===== src/rtl/tpds_pkg.sv =====
// ----------------------------------------------------------------------------
// Timed pump dose sequencer package
// Types, codes and record layouts shared by the sequencer modules.
// ----------------------------------------------------------------------------
package tpds_pkg;

  localparam int unsigned TimeW = 32;
  localparam int unsigned TagW  = 16;
  localparam int unsigned DoseW = 20;

  localparam logic [DoseW-1:0] MaxDoseReset = DoseW'(30000);

  typedef enum logic [2:0] {
    OP_BEGIN   = 3'd0,
    OP_TICK    = 3'd1,
    OP_RESULT  = 3'd2,
    OP_CANCEL  = 3'd3,
    OP_ESTOP   = 3'd4,
    OP_EMITTED = 3'd5,
    OP_REINIT  = 3'd6
  } opcode_t;

  typedef enum logic [2:0] {
    PH_IDLE       = 3'd0,
    PH_VALIDATING = 3'd1,
    PH_RUNNING    = 3'd2,
    PH_STOPPING   = 3'd3,
    PH_COMPLETE   = 3'd4,
    PH_CANCELING  = 3'd5,
    PH_FAULT      = 3'd6
  } phase_t;

  typedef enum logic [1:0] {
    ACT_NONE = 2'd0,
    ACT_ON   = 2'd1,
    ACT_OFF  = 2'd2
  } action_t;

  typedef enum logic [2:0] {
    OC_NONE     = 3'd0,
    OC_COMPLETE = 3'd1,
    OC_CANCELED = 3'd2,
    OC_REJECTED = 3'd3,
    OC_FAULT    = 3'd4
  } outcome_t;

  typedef enum logic [1:0] {
    ACC_OK       = 2'd0,
    ACC_NOT_IDLE = 2'd1,
    ACC_BAD_ARG  = 2'd2
  } accept_t;

  typedef enum logic [1:0] {
    FK_NONE     = 2'd0,
    FK_INTERNAL = 2'd1,
    FK_IO       = 2'd2
  } fault_kind_t;

  typedef enum logic {
    FL_WARNING     = 1'b0,
    FL_RECOVERABLE = 1'b1
  } fault_level_t;

  typedef enum logic [1:0] {
    PK_UNKNOWN = 2'd0,
    PK_OFF     = 2'd1,
    PK_ON      = 2'd2
  } pump_know_t;

  typedef struct packed {
    logic [2:0]       opcode;
    logic [TimeW-1:0] now_ms;
    logic [TagW-1:0]  request_tag;
    logic [DoseW-1:0] dose_ms;
    logic             safety_trip;
    logic             pos_valid;
    logic             pos_fresh;
    logic             pos_stable;
    logic             drum_moving;
    logic [2:0]       drum_position;
    logic [1:0]       done_action;
    logic             done_ok;
  } item_t;

  typedef struct packed {
    phase_t           phase;
    pump_know_t       pump_know;
    logic [TagW-1:0]  active_tag;
    logic [DoseW-1:0] run_length;
    logic [TimeW-1:0] start_time;
    action_t          awaited;
    outcome_t         final_oc;
    fault_kind_t      final_kind;
    fault_level_t     final_level;
    logic             reported;
  } state_t;

  typedef struct packed {
    accept_t      accept_status;
    phase_t       next_phase;
    action_t      pump_command;
    outcome_t     outcome;
    fault_kind_t  fault_kind;
    fault_level_t fault_level;
    logic         event_due;
    pump_know_t   pump_known;
    logic         outcome_pending;
  } result_t;

  localparam state_t StateReset = '{
    phase:       PH_IDLE,
    pump_know:   PK_OFF,
    active_tag:  '0,
    run_length:  '0,
    start_time:  '0,
    awaited:     ACT_NONE,
    final_oc:    OC_NONE,
    final_kind:  FK_NONE,
    final_level: FL_WARNING,
    reported:    1'b0
  };

endpackage


===== src/rtl/tpds_step.sv =====
// ----------------------------------------------------------------------------
// Sequencer step logic
// Next state and result beat for one registered item and the current state.
// ----------------------------------------------------------------------------
module tpds_step (
  input  tpds_pkg::item_t              item,
  input  tpds_pkg::state_t             cur,
  input  logic [tpds_pkg::DoseW-1:0]   max_dose,
  output tpds_pkg::state_t             nxt,
  output tpds_pkg::result_t            res
);
  import tpds_pkg::*;

  logic [TimeW-1:0] elapsed;
  logic             dose_due;
  logic             bad_arg;
  logic             interlock_bad;

  assign elapsed       = item.now_ms - cur.start_time;
  assign dose_due      = elapsed >= {{(TimeW-DoseW){1'b0}}, cur.run_length};
  assign bad_arg       = (item.request_tag == '0) || (item.dose_ms == '0) ||
                         (item.dose_ms > max_dose);
  assign interlock_bad = !item.pos_valid || !item.pos_fresh || !item.pos_stable ||
                         item.drum_moving || (item.drum_position != 3'd0);

  always_comb begin
    nxt                 = cur;
    res.accept_status   = ACC_OK;
    res.pump_command    = ACT_NONE;
    res.outcome         = OC_NONE;
    res.fault_kind      = FK_NONE;
    res.fault_level     = FL_WARNING;
    res.event_due       = 1'b0;
    case (item.opcode)
      OP_BEGIN: begin
        if (cur.phase != PH_IDLE) begin
          res.accept_status = ACC_NOT_IDLE;
        end else if (bad_arg) begin
          res.accept_status = ACC_BAD_ARG;
        end else begin
          nxt.active_tag  = item.request_tag;
          nxt.run_length  = item.dose_ms;
          nxt.phase       = PH_VALIDATING;
          nxt.start_time  = item.now_ms;
          nxt.reported    = 1'b0;
          nxt.final_oc    = OC_NONE;
          nxt.awaited     = ACT_NONE;
          nxt.final_kind  = FK_NONE;
          nxt.final_level = FL_WARNING;
        end
      end
      OP_TICK: begin
        if (cur.phase == PH_VALIDATING) begin
          if (item.safety_trip) begin
            nxt.phase       = PH_FAULT;
            res.outcome     = OC_FAULT;
            res.fault_kind  = FK_INTERNAL;
            res.fault_level = FL_RECOVERABLE;
            res.event_due   = 1'b1;
          end else if (interlock_bad) begin
            nxt.phase      = PH_FAULT;
            res.outcome    = OC_REJECTED;
            res.event_due  = 1'b1;
          end else begin
            nxt.phase        = PH_RUNNING;
            nxt.start_time   = item.now_ms;
            res.pump_command = ACT_ON;
            nxt.awaited      = ACT_ON;
          end
        end else if (cur.phase == PH_RUNNING && dose_due) begin
          nxt.phase        = PH_STOPPING;
          res.pump_command = ACT_OFF;
          nxt.awaited      = ACT_OFF;
        end
      end
      OP_RESULT: begin
        if (item.done_action == cur.awaited) begin
          nxt.awaited = ACT_NONE;
          if (cur.awaited == ACT_ON) begin
            if (item.done_ok) begin
              nxt.pump_know = PK_ON;
            end else begin
              nxt.pump_know    = PK_UNKNOWN;
              nxt.phase        = PH_STOPPING;
              res.pump_command = ACT_OFF;
              nxt.awaited      = ACT_OFF;
              res.outcome      = OC_FAULT;
              res.fault_kind   = FK_IO;
              res.fault_level  = FL_RECOVERABLE;
              res.event_due    = 1'b1;
            end
          end else if (cur.awaited == ACT_OFF) begin
            nxt.pump_know = item.done_ok ? PK_OFF : PK_UNKNOWN;
            if (cur.phase == PH_STOPPING) begin
              nxt.phase = PH_COMPLETE;
              if (cur.final_oc == OC_NONE) begin
                res.outcome    = OC_COMPLETE;
                res.event_due  = 1'b1;
              end else begin
                res.outcome     = cur.final_oc;
                res.fault_kind  = cur.final_kind;
                res.fault_level = cur.final_level;
                res.event_due   = !cur.reported;
              end
            end else if (cur.phase == PH_CANCELING) begin
              nxt.phase      = PH_COMPLETE;
              res.outcome    = OC_CANCELED;
              res.event_due  = 1'b1;
            end
          end
        end
      end
      OP_CANCEL: begin
        if (item.request_tag == cur.active_tag && cur.phase == PH_RUNNING) begin
          nxt.phase        = PH_CANCELING;
          res.pump_command = ACT_OFF;
          nxt.awaited      = ACT_OFF;
        end
      end
      OP_ESTOP: begin
        if (cur.phase != PH_IDLE && cur.phase != PH_COMPLETE &&
            cur.phase != PH_FAULT) begin
          nxt.phase        = PH_STOPPING;
          res.pump_command = ACT_OFF;
          nxt.awaited      = ACT_OFF;
          res.outcome      = OC_FAULT;
          res.fault_kind   = FK_INTERNAL;
          res.fault_level  = FL_RECOVERABLE;
          res.event_due    = 1'b1;
        end
      end
      OP_EMITTED: begin
        nxt.reported = 1'b1;
      end
      OP_REINIT: begin
        nxt = StateReset;
      end
      default: begin
      end
    endcase
    // A beat that raises an event records its outcome, unless it completes a stop whose outcome is already recorded.
    if (res.event_due && !(item.opcode == OP_RESULT && cur.phase == PH_STOPPING &&
                           cur.final_oc != OC_NONE)) begin
      nxt.final_oc    = res.outcome;
      nxt.final_kind  = res.fault_kind;
      nxt.final_level = res.fault_level;
    end
    res.next_phase      = nxt.phase;
    res.pump_known      = nxt.pump_know;
    res.outcome_pending = !nxt.reported && (nxt.final_oc != OC_NONE);
  end

endmodule


===== src/rtl/timed_pump_dose_sequencer.sv =====
// ----------------------------------------------------------------------------
// Timed pump dose sequencer
// Safety-interlocked dosing job control, one command beat per cycle when unstalled.
//
//   Channel   Direction  Handshake            Contents
//   in_*      input      in_valid/in_stall    opcode and sensor snapshot
//   out_*     output     out_valid/out_stall  phase, pump command, outcome
//   cfg_*     input      cfg_wr_en            max_dose_ms limit
//
// Each beat is held in an input register and evaluated combinationally against
// the job state; the state and result registers are updated at the same edge.
// A beat passes from the input register to the result register on its way out,
// and one beat is accepted every cycle while the output side is not stalled.
// Reset is synchronous; the job state returns to idle with the pump known off.
// A stalled output holds its beat, and the input register keeps one more beat.
// ----------------------------------------------------------------------------
module timed_pump_dose_sequencer (
  input  logic                        clk,
  input  logic                        rst_n,
  input  logic                        in_valid,
  output logic                        in_stall,
  input  logic [2:0]                  in_opcode,
  input  logic [31:0]                 in_now_ms,
  input  logic [15:0]                 in_request_tag,
  input  logic [19:0]                 in_dose_ms,
  input  logic                        in_safety_trip,
  input  logic                        in_pos_valid,
  input  logic                        in_pos_fresh,
  input  logic                        in_pos_stable,
  input  logic                        in_drum_moving,
  input  logic [2:0]                  in_drum_position,
  input  logic [1:0]                  in_done_action,
  input  logic                        in_done_ok,
  output logic                        out_valid,
  input  logic                        out_stall,
  output logic [1:0]                  out_accept_status,
  output logic [2:0]                  out_next_phase,
  output logic [1:0]                  out_pump_command,
  output logic [2:0]                  out_outcome,
  output logic [1:0]                  out_fault_kind,
  output logic                        out_fault_level,
  output logic                        out_event_due,
  output logic [1:0]                  out_pump_known,
  output logic                        out_outcome_pending,
  input  logic                        cfg_wr_en,
  input  logic [tpds_pkg::DoseW-1:0]  cfg_wr_data
);
  import tpds_pkg::*;

  item_t             item_in;
  item_t             item_r;
  logic              item_v_r;
  logic              item_v_nxt;
  state_t            state_r;
  state_t            state_nxt;
  result_t           res_r;
  result_t           res_nxt;
  logic              out_v_r;
  logic              out_v_nxt;
  logic [DoseW-1:0]  max_dose_r;
  logic              advance;
  logic              in_take;

  assign item_in = '{
    opcode:        in_opcode,
    now_ms:        in_now_ms,
    request_tag:   in_request_tag,
    dose_ms:       in_dose_ms,
    safety_trip:   in_safety_trip,
    pos_valid:     in_pos_valid,
    pos_fresh:     in_pos_fresh,
    pos_stable:    in_pos_stable,
    drum_moving:   in_drum_moving,
    drum_position: in_drum_position,
    done_action:   in_done_action,
    done_ok:       in_done_ok
  };

  assign advance    = item_v_r && (!out_v_r || !out_stall);
  assign in_stall   = item_v_r && !advance;
  assign in_take    = in_valid && !in_stall;
  assign item_v_nxt = in_take || (item_v_r && !advance);
  assign out_v_nxt  = advance || (out_v_r && out_stall);

  tpds_step u_step (
    .item     (item_r),
    .cur      (state_r),
    .max_dose (max_dose_r),
    .nxt      (state_nxt),
    .res      (res_nxt)
  );

  always_ff @(posedge clk) begin
    if (!rst_n) begin
      item_v_r   <= 1'b0;
      out_v_r    <= 1'b0;
      state_r    <= StateReset;
      max_dose_r <= MaxDoseReset;
    end else begin
      item_v_r <= item_v_nxt;
      out_v_r  <= out_v_nxt;
      if (advance) begin
        state_r <= state_nxt;
      end
      if (cfg_wr_en) begin
        max_dose_r <= cfg_wr_data;
      end
    end
  end

  always_ff @(posedge clk) begin
    if (in_take) begin
      item_r <= item_in;
    end
    if (advance) begin
      res_r <= res_nxt;
    end
  end

  assign out_valid           = out_v_r;
  assign out_accept_status   = res_r.accept_status;
  assign out_next_phase      = res_r.next_phase;
  assign out_pump_command    = res_r.pump_command;
  assign out_outcome         = res_r.outcome;
  assign out_fault_kind      = res_r.fault_kind;
  assign out_fault_level     = res_r.fault_level;
  assign out_event_due       = res_r.event_due;
  assign out_pump_known      = res_r.pump_known;
  assign out_outcome_pending = res_r.outcome_pending;

  a_event_has_outcome: assert property (@(posedge clk) disable iff (!rst_n)
    out_v_r && res_r.event_due |-> res_r.outcome != OC_NONE)
    else $error("terminal event beat carries no outcome");

  a_pump_on_runs: assert property (@(posedge clk) disable iff (!rst_n)
    out_v_r && res_r.pump_command == ACT_ON |-> res_r.next_phase == PH_RUNNING)
    else $error("pump-on command outside the running phase");

  a_idle_awaits_none: assert property (@(posedge clk) disable iff (!rst_n)
    state_r.phase == PH_IDLE |-> state_r.awaited == ACT_NONE)
    else $error("idle phase still awaits a pump action");

  a_state_holds: assert property (@(posedge clk) disable iff (!rst_n)
    !$past(advance) && $past(rst_n) |-> $stable(state_r))
    else $error("job state changed without a beat");

endmodule

===== config.mk =====
export PLATFORM = sky130hd
export DESIGN_NAME = timed_pump_dose_sequencer
export DESIGN_NICKNAME = d
export VERILOG_FILES = /design/src/rtl/tpds_pkg.sv /design/src/rtl/tpds_step.sv /design/src/rtl/timed_pump_dose_sequencer.sv
export SDC_FILE = /design/constraint.sdc
export NUM_CORES = 1
export LEC_CHECK = 0
export BUFFER_PORTS_ARGS = -buffer_cell sky130_fd_sc_hd__buf_2
export CORE_MARGIN = 2
export CORE_UTILIZATION = 25
export CTS_BUF_LIST = sky130_fd_sc_hd__clkbuf_8
export CTS_CLUSTER_DIAMETER = 50
export DETAILED_ROUTE_END_ITERATION = 10
export MAX_ROUTING_LAYER = met4
export SYNTH_ARGS = -nofsm -noshare
export SYNTH_HDL_FRONTEND = slang
export SYNTH_HIERARCHICAL = 1
export SYNTH_SLANG_ARGS = --single-unit

===== constraint.sdc =====
create_clock -name clk -period 15 [get_ports clk]
set_input_delay 2.25 -clock clk [delete_from_list [all_inputs] [get_ports clk]]
set_output_delay 2.25 -clock clk [all_outputs]
set_load 0.03 [all_outputs]

==> results.toml, run 1 <==
[critical_path]
worst-path-buf-inv = 2
crit_path_end_kind = "output port"
critPathTopFamily = "buffers and inverters"
crit_slowest_cell = "and3_1"
path_class = "in2out"
required_ns = 12.75
critPathLaunchType = "input pin"
reg2reg_slack_ns = 10.16
path_common_cell = "buf_2"
crit_chain = "buf_2 -> and3_1 -> buf_2"
critical_path_arrival_ns = 2.85
critPathMaxFanout = 3
critical-path-max-stage-delay_ns = 0.24

[place]
io_buffers = 125
placed_area_um2 = 12800
dp_hpwl_um = 21200
gp_congestion = 0.873

[sta]
finalSetupTns_ns = 0
finalHoldViolations = 0
finalCritPeriodShare = 0.340
clock_skew_ns = 0.0360
final_max_slew_viol_count = 0
grt_setup_unrepaired = "false"
min_period_ns = 5.10
fmax_mhz = 196
max_slew.worst_pin.slew_ns = 1.20
finalSetupViolations = 0
relSlewSlack = 0.189

[clock_tree]
insertion_delay_ns = 0.57
hold_buffers = 0
postCtsSetupBuffers = 0
post_cts_resized = 0
numCtsBuffers = 38
cts_sinks = 203
ctsLongestPathBuffers = 3
cts_tree = "built"
clkTransAtPathRegs_ns = 0.06
cts-root-buf = "clkbuf_8"
h-tree-depth = 2

[synth]
syn-num-nets = 1415
synthXorXnorAreaFrac = 0.0318
synth-simple-area-share = 0.158
synth_compound_area_frac = 0.155
yosys_register_bits = 203
synthMuxAreaShare = 0.0871
synth_top_family_by_area = "simple AND/OR/NAND/NOR gates"
synth_cell_types = 63
seq_area_frac_synth = 0.427
async_flop_share = 0
avgSynthCellArea_um2 = 9.58
synth_edf_count = 99
netlist_instances = 1236
synthFlopType = "dfxtp_1"
syn_area_um2 = 11800
synth_warnings = 6
synth_fa_ha_area_frac = 0.0767

[status]
violations = "DRC"
status = "finished, violations left"

[worst_hold_path]
hp-class = "reg2reg"

[grt]
track_usage = 0.125
grt_pass1_wl_um = 48900
antenna_found_initial = 2
grt_start_max_net_pins = 108
grt_pass1_vias = 9043
gr-total-overflow = 0

[flow_run]
max_cap_violations = 0

[drt]
drt-initial-drc-count = 701
viasPerCell = 4.76
vias = 9374
drt.antenna.violating_nets = 0
routed_wl_um = 30300
drc = 10
wl_per_cell_um = 15.4
first_pass_iters = 9

[floorplan]
io_pins = 126
fp.dieH_um = 222
die_area_um2 = 49100
start_util = 0.254
rows = 79
die_x_um = 222
placeableCoreArea_um2 = 46700

[finish]
areaGrowthSynthToFinish_pct = 14.7
final_layout_size_suffix_gt1_frac = 0.151
fin_area_um2 = 13600
fin_nets = 1510

[pwr]
p_leak_nw = 5.13
power.density_nw_per_um2 = 97.3
vdd_drop_max_v = 0.0000521
## worst reg2reg max path, delay by kind of cell (launching register included)
family          cells  cell delay (ns)
fa+ha+maj           3             0.83
buf+inv             2             0.13
mux                 1             0.08
simple gates        8             1.05
xor+xnor            1             0.14
flops               1             0.39
compound gates     10             2.06
## kinds of logic (layout without fill, tap and decap cells)
kind of cell	Yosys count	after routing
buffers and inverters	154	278
adder cells (fa/ha/maj)	72	72
AND/OR/NAND/NOR	407	407
AO/OA/AOI/OAI	254	254
other	0	2
flip-flops	203	203
multiplexers	103	103
XOR/XNOR	43	43
## layout by cell type, fill, tap and decap left out, types with 20 or more instances in the layout
cell type,instances
edfxtp_1,99
a22o_1,68
a21oi_1,60
nand2_1,213
xnor2_1,20
xor2_1,23
nor2_1,46
nand3_1,26
clkbuf_8,44
inv_1,88
nor2b_1,28
buf_2,124
ha_1,71
dfxtp_1,104
o21ai_0,33
mux2i_1,103
## path summary, 6_finish.rpt
kind	startpoint	to	depth (start not counted)
max	out_stall	in_stall	3
min	state_r[56]$_SDFFE_PN0P_	state_r[56]$_SDFFE_PN0P_	2
max reg2reg	item_r[47]$_DFFE_PP_	state_r[8]$_SDFFE_PN0P_	25
min reg2reg	state_r[56]$_SDFFE_PN0P_	state_r[56]$_SDFFE_PN0P_	2
## Yosys cell counts (4+ instances only)
cell | n | area [um2]
o21bai_1 | 4 | 30.0
nor4_1 | 18 | 113
or3_1 | 4 | 25.0
dfxtp_1 | 104 | 2080
a22o_1 | 68 | 596
o21a_1 | 10 | 75.1
nand4_1 | 18 | 113
xor2_1 | 23 | 201
nor2b_1 | 29 | 181
edfxtp_1 | 99 | 2970
buf_4 | 7 | 52.6
nor2_1 | 46 | 173
buf_12 | 8 | 160
buf_2 | 20 | 100
nand2_1 | 213 | 800
a31o_2 | 8 | 70.1
a21oi_1 | 60 | 300
nand2b_1 | 6 | 37.5
a211o_1 | 4 | 35.0
inv_1 | 79 | 297
mux2i_1 | 103 | 1030
a211oi_1 | 6 | 45.0
and3_1 | 15 | 93.8
o21ai_0 | 33 | 165
xnor2_1 | 20 | 175
nand3_1 | 26 | 130
nor3_1 | 17 | 85.1
o211ai_1 | 7 | 52.6
ha_1 | 71 | 888
a21o_1 | 17 | 128
a31oi_1 | 4 | 25.0
clkbuf_1 | 37 | 139
## routing by layer
| metal | global-route usage | up-vias | wire, um |
|---|---|---|---|
| met5 | - | - | 0 |
| li1 | - | 4635 | - |
| met2 | 0.200 | 187 | 14200 |
| met3 | 0.0285 | 56 | 1450 |
| met1 | 0.159 | 4496 | 14100 |
| met4 | 0.0320 | 0 | 589 |
## power breakdown
part	internal [W]	total, W	switching (W)
sequential	0.000604	0.000622	0.0000175
combinational	0.0000666	0.000166	0.0000996
clock	0.000287	0.000533	0.000246
## registers in the layout, summed over array words and instances, names as in the netlist, 2 cells and up
register	flops
out_pump_known	2
item_r	82
out_fault_kind	2
out_outcome	3
out_pump_command	2
state_r	82
out_next_phase	3
out_accept_status	2
max_dose_r	20
## through the flow
stage	setup WS [ns]	power, W	hold slack, ns	instances	utilization
floorplan	8.30	0.000751	0.434	1236	-
global placement	9.93	0.000796	0.457	1898	0.275
detailed placement	9.90	0.000800	0.463	1898	0.275
CTS	9.90	0.00135	0.474	1967	0.291
global route	9.70	0.00140	0.484	1969	0.291
finish	9.90	0.00132	0.471	1969	0.291
## area by class of cell
cell class | instances | area, um2
fillers | 4901 | 33100
repair buffers | 130 | 666
diodes | 2 | 5.00
flip-flops and latches | 203 | 5050
well taps | 607 | 759
clock inverters | 25 | 149
clock buffers | 44 | 606
inverters | 79 | 297
multi-input cells | 879 | 6040
Note: power is estimated with default switching activity, not from simulation.
==> run 2, diff against run 1 <==
==> constraint.sdc (replaced) <==
create_clock -name clk -period 4.8 [get_ports clk]
set_input_delay 0.72 -clock clk [delete_from_list [all_inputs] [get_ports clk]]
set_output_delay 0.72 -clock clk [all_outputs]
set_load 0.03 [all_outputs]
==> run 2 against run 1 <==
Net effect:
- the run still ends with DRC left
- sequential power grew to 3.1 times the previous value
- core utilization is 0.60 points higher
- via count is 1.3% higher
- critical endpoint is now state_r[8]$_SDFFE_PN0P_
- register-to-register slack worse by 9.9 ns
- final area is 2.0% higher
- clock-buffer cell count stayed put
- non-clock buffer count is 20 higher
- worst setup slack worse by 9.7 ns
==> results.toml, run 2 (synthesis gave the netlist of run 1 again) <==
[sta]
fmax_mhz = 218
clock_skew_ns = 0.0265
relSlewSlack = 0.209
max_slew.worst_pin.slew_ns = 1.17
fin_ws_ns = 0.217
whs_ns = 0.334
finalHoldViolations = 0
finalCritPeriodShare = 0.955
finalSetupTns_ns = 0
final_max_slew_viol_count = 0
min_period_ns = 4.58
finalSetupViolations = 0

[drt]
drt-initial-drc-count = 671
first_pass_iters = 8
vias = 9496
wl_per_cell_um = 15.7
viasPerCell = 4.77
drt.antenna.violating_nets = 0
routed_wl_um = 31200
drc = 9

[critical_path]
critical-path-max-stage-delay_ns = 0.39
critPathLaunchType = "register"
crit_slowest_cell = "edfxtp_1"
worst-path-buf-inv = 2
critPathMaxFanout = 3
path_common_cell = "nand2_1"
worst-path-stages = 25
critical_path_arrival_ns = 5.00
worstRegToRegCells = 25
path_class = "reg2reg"
critPathTopFamily = "compound AO/OA/AOI/OAI gates"
required_ns = 5.22
crit_path_end_kind = "register"

[finish]
final_cell_mix = "nand2_1, buf_2, dfxtp_1, mux2i_1, edfxtp_1"
layout.cells.most_common = "nand2_1"
areaGrowthSynthToFinish_pct = 17.0
final_layout_size_suffix_gt1_frac = 0.170
fin_area_um2 = 13900
top_regs = "item_r (82), state_r (82), max_dose_r (20)"
fin_nets = 1531

[grt]
gr-total-overflow = 0
grt_pass1_vias = 9092
track_usage = 0.126
antenna_found_initial = 2
grt_start_max_net_pins = 95
grt_pass1_wl_um = 49100

[floorplan]
io_pins = 126
die_x_um = 222
start_util = 0.254
die_area_um2 = 49100
fp.dieH_um = 222
rows = 79
placeableCoreArea_um2 = 46700

[clock_tree]
numCtsBuffers = 39
hold_buffers = 0
clkTransAtPathRegs_ns = 0.06
insertion_delay_ns = 0.56
h-tree-depth = 2
cts_sinks = 203
cts_tree = "built"
cts-root-buf = "clkbuf_8"
ctsLongestPathBuffers = 3

[worst_hold_path]
hp-class = "in2reg"
min_path_cells = 1

[pwr]
clock_power_share = 0.405
p_sw_w = 0.00113
p_int_w = 0.00306
swShare = 0.269
combPwrFrac = 0.131
p_leak_nw = 5.26
vdd_drop_max_v = 0.000214
power.density_nw_per_um2 = 302
seqPwrFrac = 0.464
total_power_w = 0.00419

[place]
dp_hpwl_um = 22200
placed_area_um2 = 12900
io_buffers = 125
place_ws_ns = 0.0762
gp_congestion = 0.896

[status]
violations = "DRC"
status = "finished, violations left"

[flow_run]
max_cap_violations = 0
==> run 2: cell types whose count changed in the layout (fill, tap and decap cells not counted), sizes merged <==
cell      change
clkinv        +1
inv           +1
buf          +20
clkinvlp      -3
bufinv        +1
==> run 2: routing by layer <==
metal,wire length (um),part of all wire,global-route usage
met1,14300,0.46,0.159
met2,14900,0.48,0.208
met3,1390,0.045,0.0241
met4,591,0.019,0.0316
met5,0,0,-
==> run 2: power groups by stage <==
stage | registers, W | clock network, W | logic, W
after floorplan | 0.00197 | 0 | 0.000378
after global placement | 0.00198 | 0 | 0.000520
after detailed placement | 0.00198 | 0 | 0.000531
after CTS | 0.00194 | 0.00177 | 0.000534
after global routing | 0.00195 | 0.00185 | 0.000610
final | 0.00194 | 0.00169 | 0.000549
==> run 2: timing repair <==
item | in CTS | in global routing
endpoints found under the setup margin | 0 | 5
setup buffers | 0 | 11
gates resized for setup | 0 | 25
endpoints found under the hold margin | 0 | 0
==> run 2: path summary, 6_finish.rpt <==
path,start,endpoint,slack [ns]
worst min register to register,state_r[60]$_SDFFE_PN0P_,state_r[60]$_SDFFE_PN0P_,0.47
worst max-delay path,item_r[47]$_DFFE_PP_,state_r[8]$_SDFFE_PN0P_,0.22
worst min-delay path,in_dose_ms[5],item_r[16]$_DFFE_PP_,0.33
worst max register to register,item_r[47]$_DFFE_PP_,state_r[8]$_SDFFE_PN0P_,0.22
==> run 2: final cells by class <==
class	instances	area, um2
Clock buffer	44	606
Timing Repair Buffer	150	841
Fill cell	4955	32800
Inverter	79	297
Tap cell	607	759
Multi-Input combinational cell	879	6140
Sequential cell	203	5050
Antenna cell	2	5.00
Clock inverter	25	155
==> run 2: per-stage QoR <==
step | utilization | cells
floorplan | - | 1236
global placement | 0.277 | 1907
detailed placement | 0.277 | 1907
CTS | 0.293 | 1976
global route | 0.297 | 1989
finish | 0.297 | 1989
==> run 3, diff against run 2 <==
--- a/config.mk
+++ b/config.mk
@@ -8,10 +8,10 @@
 export BUFFER_PORTS_ARGS = -buffer_cell sky130_fd_sc_hd__buf_2
 export CORE_MARGIN = 2
 export CORE_UTILIZATION = 25
-export CTS_BUF_LIST = sky130_fd_sc_hd__clkbuf_8
 export CTS_CLUSTER_DIAMETER = 50
 export DETAILED_ROUTE_END_ITERATION = 10
 export MAX_ROUTING_LAYER = met4
+export PLACE_DENSITY_LB_ADDON = 0.2
 export SYNTH_ARGS = -nofsm -noshare
 export SYNTH_HDL_FRONTEND = slang
 export SYNTH_HIERARCHICAL = 1
==> run 3 against run 2 <==
Net effect:
- the run still ends with DRC left
- clock power is 42% higher
- global-route usage is 0.50 points higher
- via count is 2.2% lower
- worst hold slack better by 0.034 ns
- critical path depth stayed put
- flip-flop and latch count stayed put
- die area stayed put
- clock-buffer cell count is 3 lower
==> results.toml, run 3 (synthesis gave the netlist of run 1 again) <==
[grt]
grtUsageMet2 = 0.206
antenna_found_initial = 1
track_usage = 0.131
gr-usage-met1 = 0.169
gr-total-overflow = 0
grt_pass1_vias = 9092
grt_start_max_net_pins = 117
grt_pass1_wl_um = 50300
top_usage_layer = "met2"
use_met3 = 0.0269

[clock_tree]
numCtsBuffers = 34
ctsLongestPathBuffers = 3
cts_sinks = 203
cts-root-buf = "clkbuf_16"
cts_tree = "built"
clkTransAtPathRegs_ns = 0.06
insertion_delay_ns = 0.52
hold_buffers = 0
h-tree-depth = 2

[critical_path]
crit_slowest_cell = "edfxtp_1"
critPathLaunchType = "register"
crit_path_end_kind = "register"
required_ns = 5.17
critical_path_arrival_ns = 4.85
worst-path-buf-inv = 2
reg2reg_from = "item_r[47]$_DFFE_PP_"
cp-startpoint = "item_r[47]$_DFFE_PP_"
path_class = "reg2reg"
critPathMaxFanout = 3
critical-path-max-stage-delay_ns = 0.38
critPathTopFamily = "compound AO/OA/AOI/OAI gates"

[place]
place_inst = 1906
gp_congestion = 0.862
dp_hpwl_um = 21800
io_buffers = 125

[floorplan]
fp.dieH_um = 222
die_area_um2 = 49100
placeableCoreArea_um2 = 46700
rows = 79
start_util = 0.254
die_x_um = 222
io_pins = 126

[sta]
finalCritPeriodShare = 0.934
max_slew.worst_pin.slew_ns = 1.22
whs_ns = 0.368
min_period_ns = 4.48
relSlewSlack = 0.178
fmax_mhz = 223
finalSetupTns_ns = 0
clock_skew_ns = 0.0140
finalSetupViolations = 0
final_max_slew_viol_count = 0
grt_setup_unrepaired = "false"
finalHoldViolations = 0

[drt]
viasPerCell = 4.71
routed_wl_um = 31600
drt-initial-drc-count = 480
drt.antenna.violating_nets = 0
vias = 9286
drc = 14
wl_per_cell_um = 16.0
first_pass_iters = 7

[worst_hold_path]
hp-class = "in2reg"
hp-start = "in_dose_ms[6]"

[finish]
top_regs = "item_r (82), state_r (82), max_dose_r (20)"
final_layout_size_suffix_gt1_frac = 0.169
nFillCells = 4949
layout.cells.most_common = "nand2_1"
finalNonFillerCells = 1972
areaGrowthSynthToFinish_pct = 19.6
fin_nets = 1517
final_cell_mix = "nand2_1, buf_2, dfxtp_1, mux2i_1, edfxtp_1"

[pwr]
p_leak_nw = 5.33
vdd_drop_max_v = 0.000188
power.density_nw_per_um2 = 345

[flow_run]
max_cap_violations = 0

[status]
violations = "DRC"
status = "finished, violations left"
## run 3: cell types whose count changed in the layout (fill, tap and decap cells not counted), sizes merged
cell | previous run | this run
buf | 150 | 141
bufinv | 2 | 1
clkbuf | 44 | 41
clkinv | 12 | 4
clkinvlp | 0 | 7
inv | 90 | 87
## run 3: where the power goes
group	internal, W	switching, W	leakage, nW	total [W]
Clock	0.00148	0.000927	0.532	0.00240
Sequential	0.00189	0.0000541	1.80	0.00194
Combinational	0.000224	0.000323	3.00	0.000546
## run 3: stage by stage
stage	setup WS (ns)	instance area, um2	utilization	total power [W]
finish	0.316	14200	0.303	0.00489
global route	0.00575	14200	0.303	0.00513
CTS	0.0682	14000	0.301	0.00499
detailed placement	0.0977	12900	0.277	0.00252
global placement	0.141	12900	0.277	0.00251
floorplan	0.660	11800	-	0.00235
## run 3: metal layers
metal / share of wire / vias to the layer above
li1: - / 4652
met1: 0.47 / 4399
met2: 0.47 / 189
met3: 0.046 / 46
met4: 0.022 / 0
met5: 0 / -
## run 3: timing repair
action                                  CTS  global route
gates resized for setup                   0            22
endpoints found under the setup margin    0             5
buffers inserted                          0             3
## run 3: path summary, 6_finish.rpt
check                           endpoint  slack (ns)  depth (start not counted)
max reg2reg      state_r[8]$_SDFFE_PN0P_        0.32                         25
min                 item_r[17]$_DFFE_PP_        0.37                          1
min reg2reg  max_dose_r[10]$_SDFFE_PN1P_        0.47                          2
max              state_r[8]$_SDFFE_PN0P_        0.32                         25
## run 3: layout make-up
class | instances | area (um2) | share of cell area
Antenna cell | 2 | 5.00 | 0.000353
Clock buffer | 41 | 938 | 0.0663
Clock inverter | 20 | 186 | 0.0132
Inverter | 79 | 297 | 0.0209
Multi-Input combinational cell | 879 | 6130 | 0.433
Sequential cell | 203 | 5050 | 0.357
Tap cell | 607 | 759 | 0.0536
Timing Repair Buffer | 141 | 786 | 0.0555
